**config.mk**
```make
export PLATFORM = sky130hd
export DESIGN_NAME = disk_block_address_translate_unit
export DESIGN_NICKNAME = d
export VERILOG_FILES = /design/src/design/dbat_pkg.sv /design/src/design/dbat_front.sv /design/src/design/dbat_queue.sv /design/src/design/dbat_back.sv /design/src/design/disk_block_address_translate_unit.sv
export VERILOG_INCLUDE_DIRS = /design/src /design/src/design
export SDC_FILE = /design/constraint.sdc
export NUM_CORES = 1
export LEC_CHECK = 0
export ABC_AREA = 1
export BUFFER_PORTS_ARGS = -buffer_cell sky130_fd_sc_hd__buf_2
export CAP_MARGIN = 15
export CORE_MARGIN = 10
export CORE_UTILIZATION = 45
export DETAILED_ROUTE_END_ITERATION = 7
export GPL_ROUTABILITY_DRIVEN = 0
export MAX_ROUTING_LAYER = met4
export PLACE_DENSITY = 0.66
export SKIP_LAST_GASP = 1
export SYNTH_ARGS = -nofsm -noshare
export SYNTH_HDL_FRONTEND = slang
export SYNTH_SLANG_ARGS = --single-unit
```
**constraint.sdc**
```tcl
create_clock -name clk -period 6.88 [get_ports clk]
set_clock_uncertainty 0.15 [all_clocks]
set_input_delay 0.688 -clock clk [delete_from_list [all_inputs] [get_ports clk]]
set_output_delay 0.688 -clock clk [all_outputs]
set_load 0.1 [all_outputs]
```
**src/design/disk_block_address_translate_unit_macros.svh**
```systemverilog
// Assertion macros shared by the disk block address translation design
`ifndef DISK_BLOCK_ADDRESS_TRANSLATE_UNIT_MACROS_SVH
`define DISK_BLOCK_ADDRESS_TRANSLATE_UNIT_MACROS_SVH

// Property checked on every rising clk edge outside reset
`define DBAT_ASSERT(lbl, prop, msg) \
  lbl: assert property (@(posedge clk) disable iff (rst) (prop)) else $error(msg);

// Implication checked in the same cycle
`define DBAT_ASSERT_IMP(lbl, pre, post, msg) \
  lbl: assert property (@(posedge clk) disable iff (rst) (pre) |-> (post)) else $error(msg);

`endif

```
**src/design/dbat_pkg.sv**
```systemverilog
// Types, constants and partition tables for the disk block address translation unit
`timescale 1ns / 1ps
`default_nettype none

package dbat_pkg;

  localparam int UNIT_COUNT      = 2;
  localparam int SEARCH_DISTANCE = 2;
  localparam int ROTATE_DISTANCE = 6;

  localparam int NSECT   = 22;
  localparam int NTRAC   = 19;
  localparam int NRMSECT = 32;
  localparam int NRMTRAC = 5;

  localparam logic [3:0] UNIT_LIMIT = 4'(UNIT_COUNT);

  // Sectors per cylinder: 418 = 2 * 209 and 160 = 32 * 5, so the block number
  // is shifted first and the remaining divide uses a reciprocal.
  localparam int          RECIP_SHIFT = 20;
  localparam logic [17:0] RECIP_RP    = 18'((1 << RECIP_SHIFT) / ((NSECT * NTRAC) / 2));
  localparam logic [17:0] RECIP_RM    = 18'((1 << RECIP_SHIFT) / NRMTRAC);
  localparam logic [7:0]  DIV_RP      = 8'((NSECT * NTRAC) / 2);
  localparam logic [7:0]  DIV_RM      = 8'(NRMTRAC);

  // Track split for the 22-sector type: remainder / (NSECT / 2)
  localparam int          TRK_SHIFT = 8;
  localparam logic [4:0]  TRK_RECIP = 5'((1 << TRK_SHIFT) / (NSECT / 2));
  localparam logic [3:0]  TRK_DIV   = 4'(NSECT / 2);

  localparam logic [5:0] NS_RP = 6'(NSECT);
  localparam logic [5:0] NS_RM = 6'(NRMSECT);

  typedef enum logic [0:0] {
    CFG_UNIT0_IS_RM = 1'b0,
    CFG_UNIT1_IS_RM = 1'b1
  } cfg_reg_t;

  // Classified request handed from the front to the back
  typedef struct packed {
    logic        err;
    logic        rm;
    logic [17:0] x;       // block number shifted by the cylinder factor
    logic [4:0]  low;     // low block number bits
    logic [7:0]  base;    // partition cylinder offset
    logic [15:0] curcyl;
    logic [9:0]  look;
  } req_t;

  // Work record carried down the back pipeline
  typedef struct packed {
    req_t        req;
    logic [15:0] q;
    logic [7:0]  r;
    logic [4:0]  tq;
    logic [12:0] cyl;
    logic [4:0]  trk;
    logic [4:0]  sec;
  } work_t;

  function automatic logic [18:0] part_blocks(input logic rm, input logic [2:0] part);
    logic [18:0] b;
    b = '0;
    if (rm) begin
      case (part)
        3'd0:    b = 19'd9600;
        3'd1:    b = 19'd8800;
        3'd6:    b = 19'd122080;
        3'd7:    b = 19'd113280;
        default: b = '0;
      endcase
    end else begin
      case (part)
        3'd0:    b = 19'd9614;
        3'd1:    b = 19'd8778;
        3'd2:    b = 19'd35948;
        3'd3:    b = 19'd286330;
        3'd6:    b = 19'd330220;
        3'd7:    b = 19'd322278;
        default: b = '0;
      endcase
    end
    return b;
  endfunction

  function automatic logic [7:0] part_base(input logic rm, input logic [2:0] part);
    logic [7:0] c;
    c = '0;
    if (rm) begin
      case (part)
        3'd1:    c = 8'd60;
        3'd6:    c = 8'd60;
        3'd7:    c = 8'd115;
        default: c = '0;
      endcase
    end else begin
      case (part)
        3'd1:    c = 8'd23;
        3'd2:    c = 8'd44;
        3'd3:    c = 8'd130;
        3'd6:    c = 8'd25;
        3'd7:    c = 8'd44;
        default: c = '0;
      endcase
    end
    return c;
  endfunction

endpackage

`default_nettype wire

```
**src/design/dbat_front.sv**
```systemverilog
// Front end: configuration registers, geometry pick and range check
`timescale 1ns / 1ps
`default_nettype none

module dbat_front import dbat_pkg::*; (
  input  wire logic        clk,
  input  wire logic        rst,
  input  wire logic        cfg_valid,
  output logic             cfg_ready,
  input  wire logic [0:0]  cfg_index,
  input  wire logic [0:0]  cfg_data,
  input  wire logic [67:0] in_data,
  output req_t             req
);

  logic        unit0_is_rm;
  logic        unit1_is_rm;
  logic [2:0]  unit;
  logic [2:0]  part;
  logic [19:0] braw;
  logic [15:0] bytes;
  logic        rm;
  logic [16:0] bytes_up;
  logic [7:0]  nblk;
  logic [19:0] blk_end;
  logic [18:0] blocks;

  assign cfg_ready = 1'b1;

  always_ff @(posedge clk) begin
    if (rst) begin
      unit0_is_rm <= 1'b0;
      unit1_is_rm <= 1'b0;
    end else if (cfg_valid) begin
      case (cfg_reg_t'(cfg_index))
        CFG_UNIT0_IS_RM: unit0_is_rm <= cfg_data[0];
        CFG_UNIT1_IS_RM: unit1_is_rm <= cfg_data[0];
        default: ;
      endcase
    end
  end

  assign unit  = in_data[2:0];
  assign part  = in_data[5:3];
  assign braw  = in_data[25:6];
  assign bytes = in_data[41:26];

  always_comb begin
    rm       = 1'b0;
    if (unit == 3'd0)
      rm = unit0_is_rm;
    else if (unit == 3'd1)
      rm = unit1_is_rm;
    bytes_up = {1'b0, bytes} + 17'd511;
    nblk     = bytes_up[16:9];
    blk_end  = {1'b0, braw[18:0]} + {12'd0, nblk};
    blocks   = part_blocks(rm, part);

    req.err    = ({1'b0, unit} >= UNIT_LIMIT) || braw[19] || (blk_end > {1'b0, blocks});
    req.rm     = rm;
    req.x      = rm ? {4'd0, braw[18:5]} : braw[18:1];
    req.low    = braw[4:0];
    req.base   = part_base(rm, part);
    req.curcyl = in_data[57:42];
    req.look   = in_data[67:58];
  end

endmodule

`default_nettype wire

```
**src/design/dbat_queue.sv**
```systemverilog
// Two-entry queue between the front and back ends
`timescale 1ns / 1ps
`default_nettype none

module dbat_queue import dbat_pkg::*; (
  input  wire logic clk,
  input  wire logic rst,
  input  wire logic push,
  input  req_t      push_req,
  output logic      full,
  input  wire logic pop,
  output logic      head_valid,
  output req_t      head_req
);

  req_t       slot0;
  req_t       slot1;
  logic       wptr;
  logic       rptr;
  logic [1:0] count;
  logic       do_push;
  logic       do_pop;

  assign full       = (count == 2'd2);
  assign head_valid = (count != 2'd0);
  assign head_req   = rptr ? slot1 : slot0;
  assign do_push    = push && !full;
  assign do_pop     = pop && head_valid;

  always_ff @(posedge clk) begin
    if (rst) begin
      wptr  <= 1'b0;
      rptr  <= 1'b0;
      count <= 2'd0;
    end else begin
      if (do_push)
        wptr <= !wptr;
      if (do_pop)
        rptr <= !rptr;
      case ({do_push, do_pop})
        2'b10:   count <= count + 2'd1;
        2'b01:   count <= count - 2'd1;
        default: count <= count;
      endcase
    end
  end

  always_ff @(posedge clk) begin
    if (do_push) begin
      if (wptr)
        slot1 <= push_req;
      else
        slot0 <= push_req;
    end
  end

endmodule

`default_nettype wire

```
**src/design/dbat_back.sv**
```systemverilog
// Back end: divide pipeline, sector split, search sector and output register
`timescale 1ns / 1ps
`default_nettype none

module dbat_back import dbat_pkg::*; (
  input  wire logic        clk,
  input  wire logic        rst,
  input  wire logic        head_valid,
  input  req_t             head_req,
  output logic             pop,
  output logic             out_valid,
  input  wire logic        out_ready,
  output logic [31:0]      out_data,
  output logic [0:0]       out_user
);

  work_t st1, st2, st3, st4;
  work_t st1_next, st2_next, st3_next, st4_next;
  logic  v1, v2, v3, v4;
  logic  en1, en2, en3, en4, en5;

  // stage 1
  logic [35:0] prod;
  // stage 2
  logic [7:0]  dv;
  logic [23:0] qd;
  logic [17:0] rdiff;
  logic [8:0]  r0;
  // stage 3
  logic [12:0] tprod;
  // stage 4
  logic [8:0]  tqd;
  logic [7:0]  r2diff;
  logic [4:0]  r2;
  logic [3:0]  r2c;
  // stage 5
  logic [5:0]  ns;
  logic [5:0]  srch_raw;
  logic [5:0]  srch;
  logic signed [11:0] rot_gap;
  logic signed [11:0] rot_gap_w;
  logic signed [11:0] win;
  logic        need;

  // advance a stage when it is empty or the one after it moves on
  assign en5 = !out_valid || out_ready;
  assign en4 = !v4 || en5;
  assign en3 = !v3 || en4;
  assign en2 = !v2 || en3;
  assign en1 = !v1 || en2;
  assign pop = en1 && head_valid;

  always_ff @(posedge clk) begin
    if (rst) begin
      v1        <= 1'b0;
      v2        <= 1'b0;
      v3        <= 1'b0;
      v4        <= 1'b0;
      out_valid <= 1'b0;
    end else begin
      if (en1) v1 <= head_valid;
      if (en2) v2 <= v1;
      if (en3) v3 <= v2;
      if (en4) v4 <= v3;
      if (en5) out_valid <= v4;
    end
  end

  // quotient estimate, low by at most one
  always_comb begin
    prod         = 36'(head_req.x) * 36'(head_req.rm ? RECIP_RM : RECIP_RP);
    st1_next     = '0;
    st1_next.req = head_req;
    st1_next.q   = prod[35:RECIP_SHIFT];
  end

  always_ff @(posedge clk) begin
    if (en1)
      st1 <= st1_next;
  end

  // correct the estimate against the remainder
  always_comb begin
    dv       = st1.req.rm ? DIV_RM : DIV_RP;
    qd       = 24'(st1.q) * 24'(dv);
    rdiff    = st1.req.x - qd[17:0];
    r0       = rdiff[8:0];
    st2_next = st1;
    if (r0 >= {1'b0, dv}) begin
      st2_next.q = st1.q + 16'd1;
      st2_next.r = 8'(r0 - {1'b0, dv});
    end else begin
      st2_next.r = r0[7:0];
    end
  end

  always_ff @(posedge clk) begin
    if (en2)
      st2 <= st2_next;
  end

  // cylinder and track estimate for the 22-sector type
  always_comb begin
    tprod        = 13'(st2.r) * 13'(TRK_RECIP);
    st3_next     = st2;
    st3_next.cyl = st2.q[12:0] + {5'd0, st2.req.base};
    st3_next.tq  = tprod[12:TRK_SHIFT];
  end

  always_ff @(posedge clk) begin
    if (en3)
      st3 <= st3_next;
  end

  always_comb begin
    tqd      = 9'(st3.tq) * 9'(TRK_DIV);
    r2diff   = st3.r - tqd[7:0];
    r2       = r2diff[4:0];
    r2c      = (r2 >= {1'b0, TRK_DIV}) ? 4'(r2 - {1'b0, TRK_DIV}) : r2[3:0];
    st4_next = st3;
    if (st3.req.rm) begin
      st4_next.trk = st3.r[4:0];
      st4_next.sec = st3.req.low;
    end else begin
      st4_next.trk = (r2 >= {1'b0, TRK_DIV}) ? st3.tq + 5'd1 : st3.tq;
      st4_next.sec = {r2c, st3.req.low[0]};
    end
  end

  always_ff @(posedge clk) begin
    if (en4)
      st4 <= st4_next;
  end

  // search sector and rotational window
  always_comb begin
    ns        = st4.req.rm ? NS_RM : NS_RP;
    srch_raw  = {1'b0, st4.sec} + ns - 6'(SEARCH_DISTANCE);
    srch      = (srch_raw >= ns) ? srch_raw - ns : srch_raw;
    rot_gap   = $signed({2'b00, st4.req.look}) - $signed({6'd0, srch})
                + 12'(SEARCH_DISTANCE) - 12'sd1;
    rot_gap_w = (rot_gap < 0) ? rot_gap + $signed({6'd0, ns}) : rot_gap;
    win       = $signed({6'd0, ns}) - 12'(ROTATE_DISTANCE);
    if ({3'd0, st4.cyl} != st4.req.curcyl)
      need = 1'b1;
    else
      need = !(rot_gap_w > win);
  end

  always_ff @(posedge clk) begin
    if (en5) begin
      out_user[0] <= st4.req.err;
      if (st4.req.err)
        out_data <= '0;
      else
        out_data <= {4'd0, need, srch[4:0], st4.sec, st4.trk, st4.cyl[11:0]};
    end
  end

endmodule

`default_nettype wire

```
**src/design/disk_block_address_translate_unit.sv**
```systemverilog
// Top level of the disk block address translation unit
//
// Channel  Dir  Handshake              Contents
// s_*      in   s_tvalid / s_tready    request beat
// m_*      out  m_tvalid / m_tready    translated address beat
// cfg_*    in   cfg_valid / cfg_ready  geometry register write
//
// One request per cycle is sustained while the output is not stalled. A taken beat
// sits in the two-entry queue, then goes through reciprocal multiply, quotient
// correction, cylinder add and track split, with the search window settling into
// the output register. Reset clears the geometry registers, queue pointers and
// pipeline valids. A stalled output backs up the pipeline, then the queue, then
// s_tready.
`timescale 1ns / 1ps
`default_nettype none
`include "disk_block_address_translate_unit_macros.svh"

module disk_block_address_translate_unit import dbat_pkg::*; (
  input  wire logic        clk,
  input  wire logic        rst,
  input  wire logic        s_tvalid,
  output logic             s_tready,
  // drive_unit, partition, block_number, byte_count, current_cylinder, lookahead_sector
  input  wire logic [71:0] s_tdata,
  output logic             m_tvalid,
  input  wire logic        m_tready,
  // cylinder, track, sector, search_sector, need_search
  output logic [31:0]      m_tdata,
  // address_error
  output logic [0:0]       m_tuser,
  input  wire logic        cfg_valid,
  output logic             cfg_ready,
  input  wire logic [0:0]  cfg_index,
  input  wire logic [0:0]  cfg_data
);

  req_t front_req;
  req_t head_req;
  logic q_full;
  logic head_valid;
  logic pop;

  assign s_tready = !q_full;

  dbat_front u_front (
    .clk       (clk),
    .rst       (rst),
    .cfg_valid (cfg_valid),
    .cfg_ready (cfg_ready),
    .cfg_index (cfg_index),
    .cfg_data  (cfg_data),
    .in_data   (s_tdata[67:0]),
    .req       (front_req)
  );

  dbat_queue u_queue (
    .clk        (clk),
    .rst        (rst),
    .push       (s_tvalid),
    .push_req   (front_req),
    .full       (q_full),
    .pop        (pop),
    .head_valid (head_valid),
    .head_req   (head_req)
  );

  dbat_back u_back (
    .clk        (clk),
    .rst        (rst),
    .head_valid (head_valid),
    .head_req   (head_req),
    .pop        (pop),
    .out_valid  (m_tvalid),
    .out_ready  (m_tready),
    .out_data   (m_tdata),
    .out_user   (m_tuser)
  );

  `DBAT_ASSERT_IMP(a_err_zero, m_tvalid && m_tuser[0], m_tdata == 32'd0, "rejected beat carries data")
  `DBAT_ASSERT_IMP(a_full_has_head, !s_tready, head_valid, "queue full but empty")
  `DBAT_ASSERT_IMP(a_search_moves, m_tvalid && !m_tuser[0] && (SEARCH_DISTANCE != 0), m_tdata[26:22] != m_tdata[21:17], "search sector equals target")
  `DBAT_ASSERT(a_out_hold, !$past(m_tvalid && !m_tready) || (m_tvalid && $stable(m_tdata) && $stable(m_tuser)), "result beat changed while stalled")

endmodule

`default_nettype wire

```
After elaboration in Yosys (flattened, before gate mapping)
Cells that the tools add are included.
{"block": "totals", "elab_cells": 151, "inputBits": 79, "register_bits": 397, "output_inout_bits": 36}
{"block": "classes", "n_bitwise": 2, "n_reduce_logical": 29, "eq_ne": 10, "add_sub_neg": 19, "multipliers": 4, "n_mux": 22, "order_cmp": 7}
{"op": "$pmux W19 S6", "count": 1}
{"op": "$pmux W17 S4", "count": 1}
{"op": "$mux W59", "count": 1}
{"op": "$mul A18 B18 Y36", "count": 1}
{"op": "$mux W18", "count": 2}
{"op": "$pmux W8 S4", "count": 1}
{"op": "$mux W8", "count": 3}
{"op": "$add A19 B8 Y20", "count": 1}
{"op": "$gt A20 B19 Y1", "count": 1}
{"op": "$mux W19", "count": 1}
{"op": "$add A16 B9 Y17 const B", "count": 1}
{"op": "$mul A16 B8 Y9", "count": 1}
{"op": "$ne A13 B16 Y1", "count": 1}
{"op": "$pmux W7 S2", "count": 1}
{"op": "$add A13 B1 Y13 const B", "count": 1}
{"op": "$add A13 B8 Y13", "count": 1}
{"op": "$mul A8 B5 Y13 const B", "count": 1}
{"op": "$mux W13", "count": 1}
{"op": "$add A12 B3 Y12 const B", "count": 1}
{"op": "$add A12 B7 Y12", "count": 1}
{"op": "$gt A12 B12 Y1", "count": 1}
{"op": "$lt A12 B1 Y1 const B", "count": 1}
{"op": "$mux W12", "count": 1}
{"op": "$mux W6", "count": 2}
{"op": "36 further kinds", "count": 65}

Longest topological paths before layout
Gate-level depths: netlist of the first run.
{"block": "depth", "depth_word": 13, "ltp_mapped": 43, "ltp_nobuf": 43}

By module
A second synthesis of the first run with hierarchy kept.
{"block": "hier_totals", "hier_cells": 2540, "hier_area_um2": 26516.7}
{"module": "dbat_back", "area_per_inst_um2": 19880.3, "instances": 1, "cells_per_inst": 1818, "seq_area_each_um2": 7907.6}
{"module": "dbat_queue", "area_per_inst_um2": 4540.6, "instances": 1, "cells_per_inst": 346, "seq_area_each_um2": 3623.5}
{"module": "dbat_front", "area_per_inst_um2": 2092.0, "instances": 1, "cells_per_inst": 375, "seq_area_each_um2": 40.0}
{"module": "disk_block_address_translate_unit", "area_per_inst_um2": 3.8, "instances": 1, "cells_per_inst": 1, "seq_area_each_um2": 0.0}

Worst setup path before layout of the first run
No wires, ideal clock.
{"block": "synth_timing", "path_kind": "reg2reg", "from": "register u_back.out_valid", "to": "register u_back.st1[109] (netlist bit) (enable)", "setup_ns": 0.418, "slack_ns": -0.289, "path_buffers": 0, "period_less_slack_ns": 7.169, "arrival_ns": 6.601, "path_stages_with_launch": 12, "path_cell_list": "dfxtp_1 > inv_1 > nor2_1 > inv_1 > nor2_1 > inv_1 > nor2_1 > inv_1 > nor2_1 > inv_1 > nor2_1 > inv_1"}
{"block": "synth_via", "elab_chain_cells": 6}
{"element": "from (decl)", "line": "dbat_back.sv:11", "source": "output logic out_valid,"}
{"element": "from (signal assigned)", "line": "dbat_back.sv:65", "source": "if (en5) out_valid <= v4;"}
{"element": "$logic_not A1 Y1", "line": "dbat_back.sv:46", "source": "assign en5 = !out_valid || out_ready;"}
{"element": "$logic_or A1 B1 Y1", "line": "dbat_back.sv:46"}
{"element": "named net u_back.en5", "line": "dbat_back.sv:20", "source": "logic en1, en2, en3, en4, en5;"}
{"element": "$logic_or A1 B1 Y1", "line": "dbat_back.sv:47", "source": "assign en4 = !v4 || en5;"}
{"element": "named net u_back.en4", "line": "dbat_back.sv:20"}
{"element": "$logic_or A1 B1 Y1", "line": "dbat_back.sv:48", "source": "assign en3 = !v3 || en4;"}
{"element": "named net u_back.en3", "line": "dbat_back.sv:20"}
{"element": "$logic_or A1 B1 Y1", "line": "dbat_back.sv:49", "source": "assign en2 = !v2 || en3;"}
{"element": "named net u_back.en2", "line": "dbat_back.sv:20"}
{"element": "$logic_or A1 B1 Y1", "line": "dbat_back.sv:50", "source": "assign en1 = !v1 || en2;"}
{"element": "to (signal assigned)", "line": "dbat_back.sv:79", "source": "st1 <= st1_next;"}
{"element": "to (decl)", "line": "dbat_back.sv:17", "source": "work_t st1, st2, st3, st4;"}
The timed path passes the listed nets, and every way through them passes these cells.
A chain may end at the register's enable or synchronous reset.

Final worst setup path of the first run
{"block": "layout_timing", "from": "register u_queue.rptr", "to": "register u_back.st1[38] (netlist bit) (data pin)"}
{"block": "layout_via", "elab_chain_cells": 3}
{"element": "from (decl)", "line": "dbat_queue.sv:19", "source": "logic rptr;"}
{"element": "from (signal assigned)", "line": "dbat_queue.sv:39", "source": "rptr <= !rptr;"}
{"element": "$mux W59 *", "line": "dbat_queue.sv:26", "source": "assign head_req = rptr ? slot1 : slot0;"}
{"element": "$mux W18", "line": "dbat_back.sv:71", "source": "prod = 36'(head_req.x) * 36'(head_req.rm ? RECIP_RM : RECIP_RP);"}
{"element": "$mul A18 B18 Y36 *", "line": "dbat_back.sv:71"}
{"element": "named net u_back.prod[22]", "line": "dbat_back.sv:23", "source": "logic [35:0] prod;"}
Mark *: on every way through the listed nets, which the timed path passes. The rest lies on a longest branch.

==> reports/metrics.cfg, run 1 <==
[timing]
setup_viol_count_final=0
finalSetupTns_ns=0
timing.final.crit_share_pct=94.7
timing.slew.headroom_pct=30.2
tightest_slew_ns=1.05
finalHoldViolations=0
period_needed_ns=6.52
final_max_slew_viol_count=0
fmax_mhz=153
rsz0062_at_grt=false
worst_hold_slack_ns=0.172

[setup_path]
reg2reg_depth=26
cp_data_arrival_time_ns=6.67
critical_path_class=reg2reg
crit_required_ns=7.04
critPathMaxStageDelay_ns=0.56
cp_max_fo=19
endpoint_kind=register
crit_top_cell=inv_1
start_kind=register
crit_slowest_cell=fa_1

[route]
viasPerCell=4.87
final_antenna_net_count=0
drc=0
routed_wirelength_um=52000
via_count=16600
drt_pre_antenna_iters=5
drtIter0Drc=859
post_drt_wl_per_cell_um=15.2

[flow_run]
max-cap-violations=0

[synthesis]
syn_area_um2=26000
syn_inst=2452
seq_area_frac_synth_pct=44.5
synthArstFlopShare_pct=0
synth_edf_count=378
postSynthAreaPerCell_um2=10.6
ys_ff_latch=389
yosys_warnings=0
ys_types=52
synth_top_flop_cell=edfxtp_1

[grt]
grt_usage_pct=15.9
grt_pass1_wl_um=84800
grt_start_max_net_pins=65
antenna_found_initial=0
overflow=0
grt_pass1_vias=17000

[clock_network]
root_buffer=clkbuf_16
ctsResizeCount=0
clock_path_buffers=3
cts_setup_buffers=0
clk_pin_slew_ns=0.06
cts_tree=yes
cts_hold_buf=0
clk_latency_ns=0.55
cts_max_level=2
clock_sinks=389
cts_made_buffers=40

[cells_and_area]
final_util_pct=50.6
mostFrequentLayoutCells=492 x inv_1, 393 x nand2_1, 378 x edfxtp_1
fin_nets=3144
final_common_cell=inv_1
n_antenna_cell=0
areaGrowthSynthToFinish_pct=11.8
drive_above_1_share_pct=11.5

[hold_path]
whs_path_depth=1
hp-class=in2reg

[die]
dieArea_um2=67800
core_um2=57500
die_y_um=260
rows=88
io_pins=115
die_w_um=260
initial_core_util_pct=45.3

[placement]
numPortBuffers=105
hpwl_um=42000

[run_status]
status=finished clean

[area by class of cell]
type	count	area, um^2
inverters	504	1900
clock inverters	18	211
well taps	765	957
multi-input cells	1530	12400
repair buffers	151	903
flip-flops and latches	389	11600
fillers	5078	28400
clock buffers	54	1110
[synthesized netlist by cell type (7+ instances only)]
library cell | instances | area share, %
dfxtp_1 | 11 | 0.85
nand2_1 | 393 | 5.7
inv_1 | 497 | 7.2
edfxtp_1 | 378 | 44
nor2_1 | 157 | 2.3
fa_1 | 170 | 13
ha_1 | 279 | 13
a21oi_1 | 91 | 1.8
o21ai_1 | 8 | 0.15
nor3_1 | 18 | 0.35
nand3_1 | 51 | 0.98
xor2_1 | 80 | 2.7
nand2_2 | 17 | 0.41
clkbuf_1 | 26 | 0.38
xnor2_1 | 39 | 1.3
or2_2 | 31 | 0.75
nand4_1 | 22 | 0.53
nor2_2 | 7 | 0.17
o21ai_0 | 89 | 1.7
[registers in the layout, summed over array words and instances (netlist names), 2 cells and up]
signal	count
u_queue.slot1	59
u_queue.count	2
u_back.st1	63
u_back.st4	51
u_back.st2	62
u_back.out_data	27
u_queue.slot0	59
u_back.st3	56
[final timing paths]
| path | from | to | slack (ns) |
|---|---|---|---|
| setup reg to reg | u_queue.rptr$_SDFFE_PP0P_ | u_back.st1[38]$_DFFE_PN_ | 0.36 |
| hold / removal | s_tdata[52] | u_queue.slot1[20]$_DFFE_PP_ | 0.17 |
| hold reg to reg | u_back.st2[75]$_DFFE_PP_ | u_back.st3[75]$_DFFE_PP_ | 0.26 |
| setup / recovery | u_queue.rptr$_SDFFE_PP0P_ | u_back.st1[38]$_DFFE_PN_ | 0.36 |
[logic make-up (layout without fill, tap and decap cells)]
family	after synthesis	count (layout)	share of synthesized area, %
AO/OA/AOI/OAI	218	218	4.49
XOR/XNOR	120	120	4.07
adder cells (fa/ha/maj)	449	449	26.5
buffers and inverters	539	727	7.87
flip-flops	389	389	44.5
multiplexers	1	1	0.0385
other	2	8	0.0289
AND/OR/NAND/NOR	734	734	12.5
[critical path: cells and delay by family (launching register included)]
| kind | cells | cell delay, ns |
|---|---|---|
| AOI/OAI and AO/OA | 3 | 0.58 |
| xor gates and xnor gates | 1 | 0.14 |
| adders and majority gates | 7 | 3.10 |
| buffers and inverters | 10 | 1.12 |
| DFF | 1 | 0.36 |
| and+or+nand+nor | 5 | 0.82 |
[layer usage]
| metal | up-vias | part of all wire, % | global-route usage (%) |
|---|---|---|---|
| met2 | 365 | 50 | 26.7 |
| met5 | - | 0 | - |
| met1 | 7915 | 43 | 20.1 |
| li1 | 8248 | - | - |
| met4 | 0 | 2.2 | 3.70 |
| met3 | 77 | 4.9 | 2.29 |
[through the flow]
| step | cells | instance area (um^2) | worst slack [ns] |
|---|---|---|---|
| after floorplan | 2458 | 26000 | 0.187 |
| after global placement | 3338 | 27700 | 0.371 |
| after detailed placement | 3338 | 27700 | 0.235 |
| after CTS | 3410 | 29100 | 0.225 |
| after global routing | 3411 | 29100 | 0.00945 |
| final | 3411 | 29100 | 0.364 |
Power of run 1 is not shown: default switching activity piles up to over one toggle a cycle in this logic, so the estimate is an artifact.
==> inputs of run 2 (changes only) <==
Settings changed: CORE_UTILIZATION 45 to 50, CTS_BUF_LIST set to sky130_fd_sc_hd__clkbuf_8 sky130_fd_sc_hd__clkbuf_16, PLACE_DENSITY 0.66 to 0.71.
==> run 2 against run 1 <==
Global-route usage is 1.7 points higher. Worst hold slack got worse by 0.0064 ns. Non-clock buffer count fell by 4. Count of clock-buffer cells in the layout fell by 13. First-iteration DRC count grew 14%. Cell area fell by 0.95%. Worst setup slack lost 0.081 ns. Final cell count down 2.6%. Core utilization rose by 5.4 points. Die area down 9.3%. Register-to-register slack worse by 0.08 ns. Critical path type unchanged. Largest cell class unchanged.
==> reports/metrics.cfg, run 2 (synthesis gave the netlist of run 1 again) <==
[run_status]
status=finished clean

[cells_and_area]
reg_top3=u_back.st1 (63), u_back.st2 (62)
multi_input_area_um2=12400
seq_area_um2=11600
n_antenna_cell=0
fin_cells=3322
areaGrowthSynthToFinish_pct=10.8
fin_nets=3139
largest_reg_flops=63
drive_above_1_share_pct=11.3
n_fill_cell=4349
final_common_cell=inv_1
regMostFlops=u_back.st1
mostFrequentLayoutCells=499 x inv_1, 393 x nand2_1, 378 x edfxtp_1

[route]
final_antenna_net_count=0
viasPerCell=5.02
drt_pre_antenna_iters=5
drtIter0Drc=980
post_drt_wl_per_cell_um=15.5
drc=0
routed_wirelength_um=51500
via_count=16700

[hold_path]
min_from=s_tdata[52]
hp-class=in2reg

[grt]
grt_start_max_net_pins=65
antenna_found_initial=0
grt_pass1_wl_um=84300
overflow=0
grt_pass1_vias=17000
grt_usage_pct=17.6

[setup_path]
r2r_slack_ns=0.28
reg2reg_to=u_back.st1[38]$_DFFE_PN_
crit_slowest_cell=fa_1
r2r-start=u_queue.rptr$_SDFFE_PP0P_
critical_path_class=reg2reg
crit_top_cell=inv_1
critPathMaxStageDelay_ns=0.53
cp_data_arrival_time_ns=6.75
cp.depth=25
endpoint_kind=register
cpLargestDelayFamily=adder cells
cp_max_fo=12
crit_end=u_back.st1[38]$_DFFE_PN_
start_kind=register
reg2reg_depth=25
crit_required_ns=7.03
critPathBufInv=9
startpoint=u_queue.rptr$_SDFFE_PP0P_

[die]
dieArea_um2=61600
initial_core_util_pct=50.6
core_um2=51400
rows=83
io_pins=115
die_y_um=248
die_w_um=248

[placement]
placed_cells=3250
numPortBuffers=105
dp_slack_ns=0.173
hpwl_um=41600

[timing]
tightest_slew_ns=1.09
finalSetupTns_ns=0
timing.final.crit_share_pct=95.9
period_needed_ns=6.60
final_max_slew_viol_count=0
fmax_mhz=152
timing.slew.headroom_pct=27.1
setup_slack_ns=0.283
setup_viol_count_final=0
rsz0062_at_grt=false
finalHoldViolations=0

[clock_network]
clk_pin_slew_ns=0.06
cts_hold_buf=0
cts_tree=yes
clock_sinks=389
cts_max_level=2
cts_made_buffers=39
root_buffer=clkbuf_16
clk_latency_ns=0.56
cts_setup_buffers=0
clock_path_buffers=3

[flow_run]
max-cap-violations=0

[run 2: final cells by class]
| type | instances | area share, % |
|---|---|---|
| Inverter | 504 | 6.58 |
| Timing Repair Buffer | 147 | 2.96 |
| Sequential cell | 389 | 40.2 |
| Tap cell | 680 | 2.95 |
| Multi-Input combinational cell | 1530 | 43.2 |
| Clock buffer | 41 | 3.48 |
| Clock inverter | 31 | 0.695 |
[run 2: per-layer routing]
| metal | global-route usage (%) | vias up | part of all wire, % |
|---|---|---|---|
| li1 | - | 8253 | - |
| met1 | 21.6 | 7963 | 42 |
| met2 | 29.9 | 382 | 50 |
| met3 | 3.03 | 66 | 5.1 |
| met4 | 4.01 | 0 | 1.9 |
| met5 | - | - | 0 |
[run 2: worst min-delay path by stage]
stage                                             end  slack, ns  cells past startpoint
after global routing      u_queue.slot0[20]$_DFFE_PP_       0.16                      1
after global placement       u_back.st4[74]$_DFFE_PP_       0.25                      0
after floorplan             u_back.st2[110]$_DFFE_PP_       0.25                      0
after detailed placement     u_back.st2[57]$_DFFE_PP_       0.25                      0
final                     u_queue.slot1[20]$_DFFE_PP_       0.17                      1
after CTS                 u_queue.slot0[20]$_DFFE_PP_       0.14                      1
[run 2: repair_timing]
action / CTS / global route
gates resized for setup: 0 / 9
setup endpoints to repair: 0 / 9
endpoints found under the hold margin: 0 / 0
[run 2: through the flow]
step / area (um^2) / hold slack [ns] / utilization, %
final: 28800 / 0.166 / 56.1
after global routing: 28800 / 0.157 / 56.1
after CTS: 28800 / 0.139 / 56.1
after detailed placement: 27600 / 0.255 / 53.7
after global placement: 27600 / 0.252 / 53.7
after floorplan: 26000 / 0.250 / -
Power of run 2 is left out for the same reason.
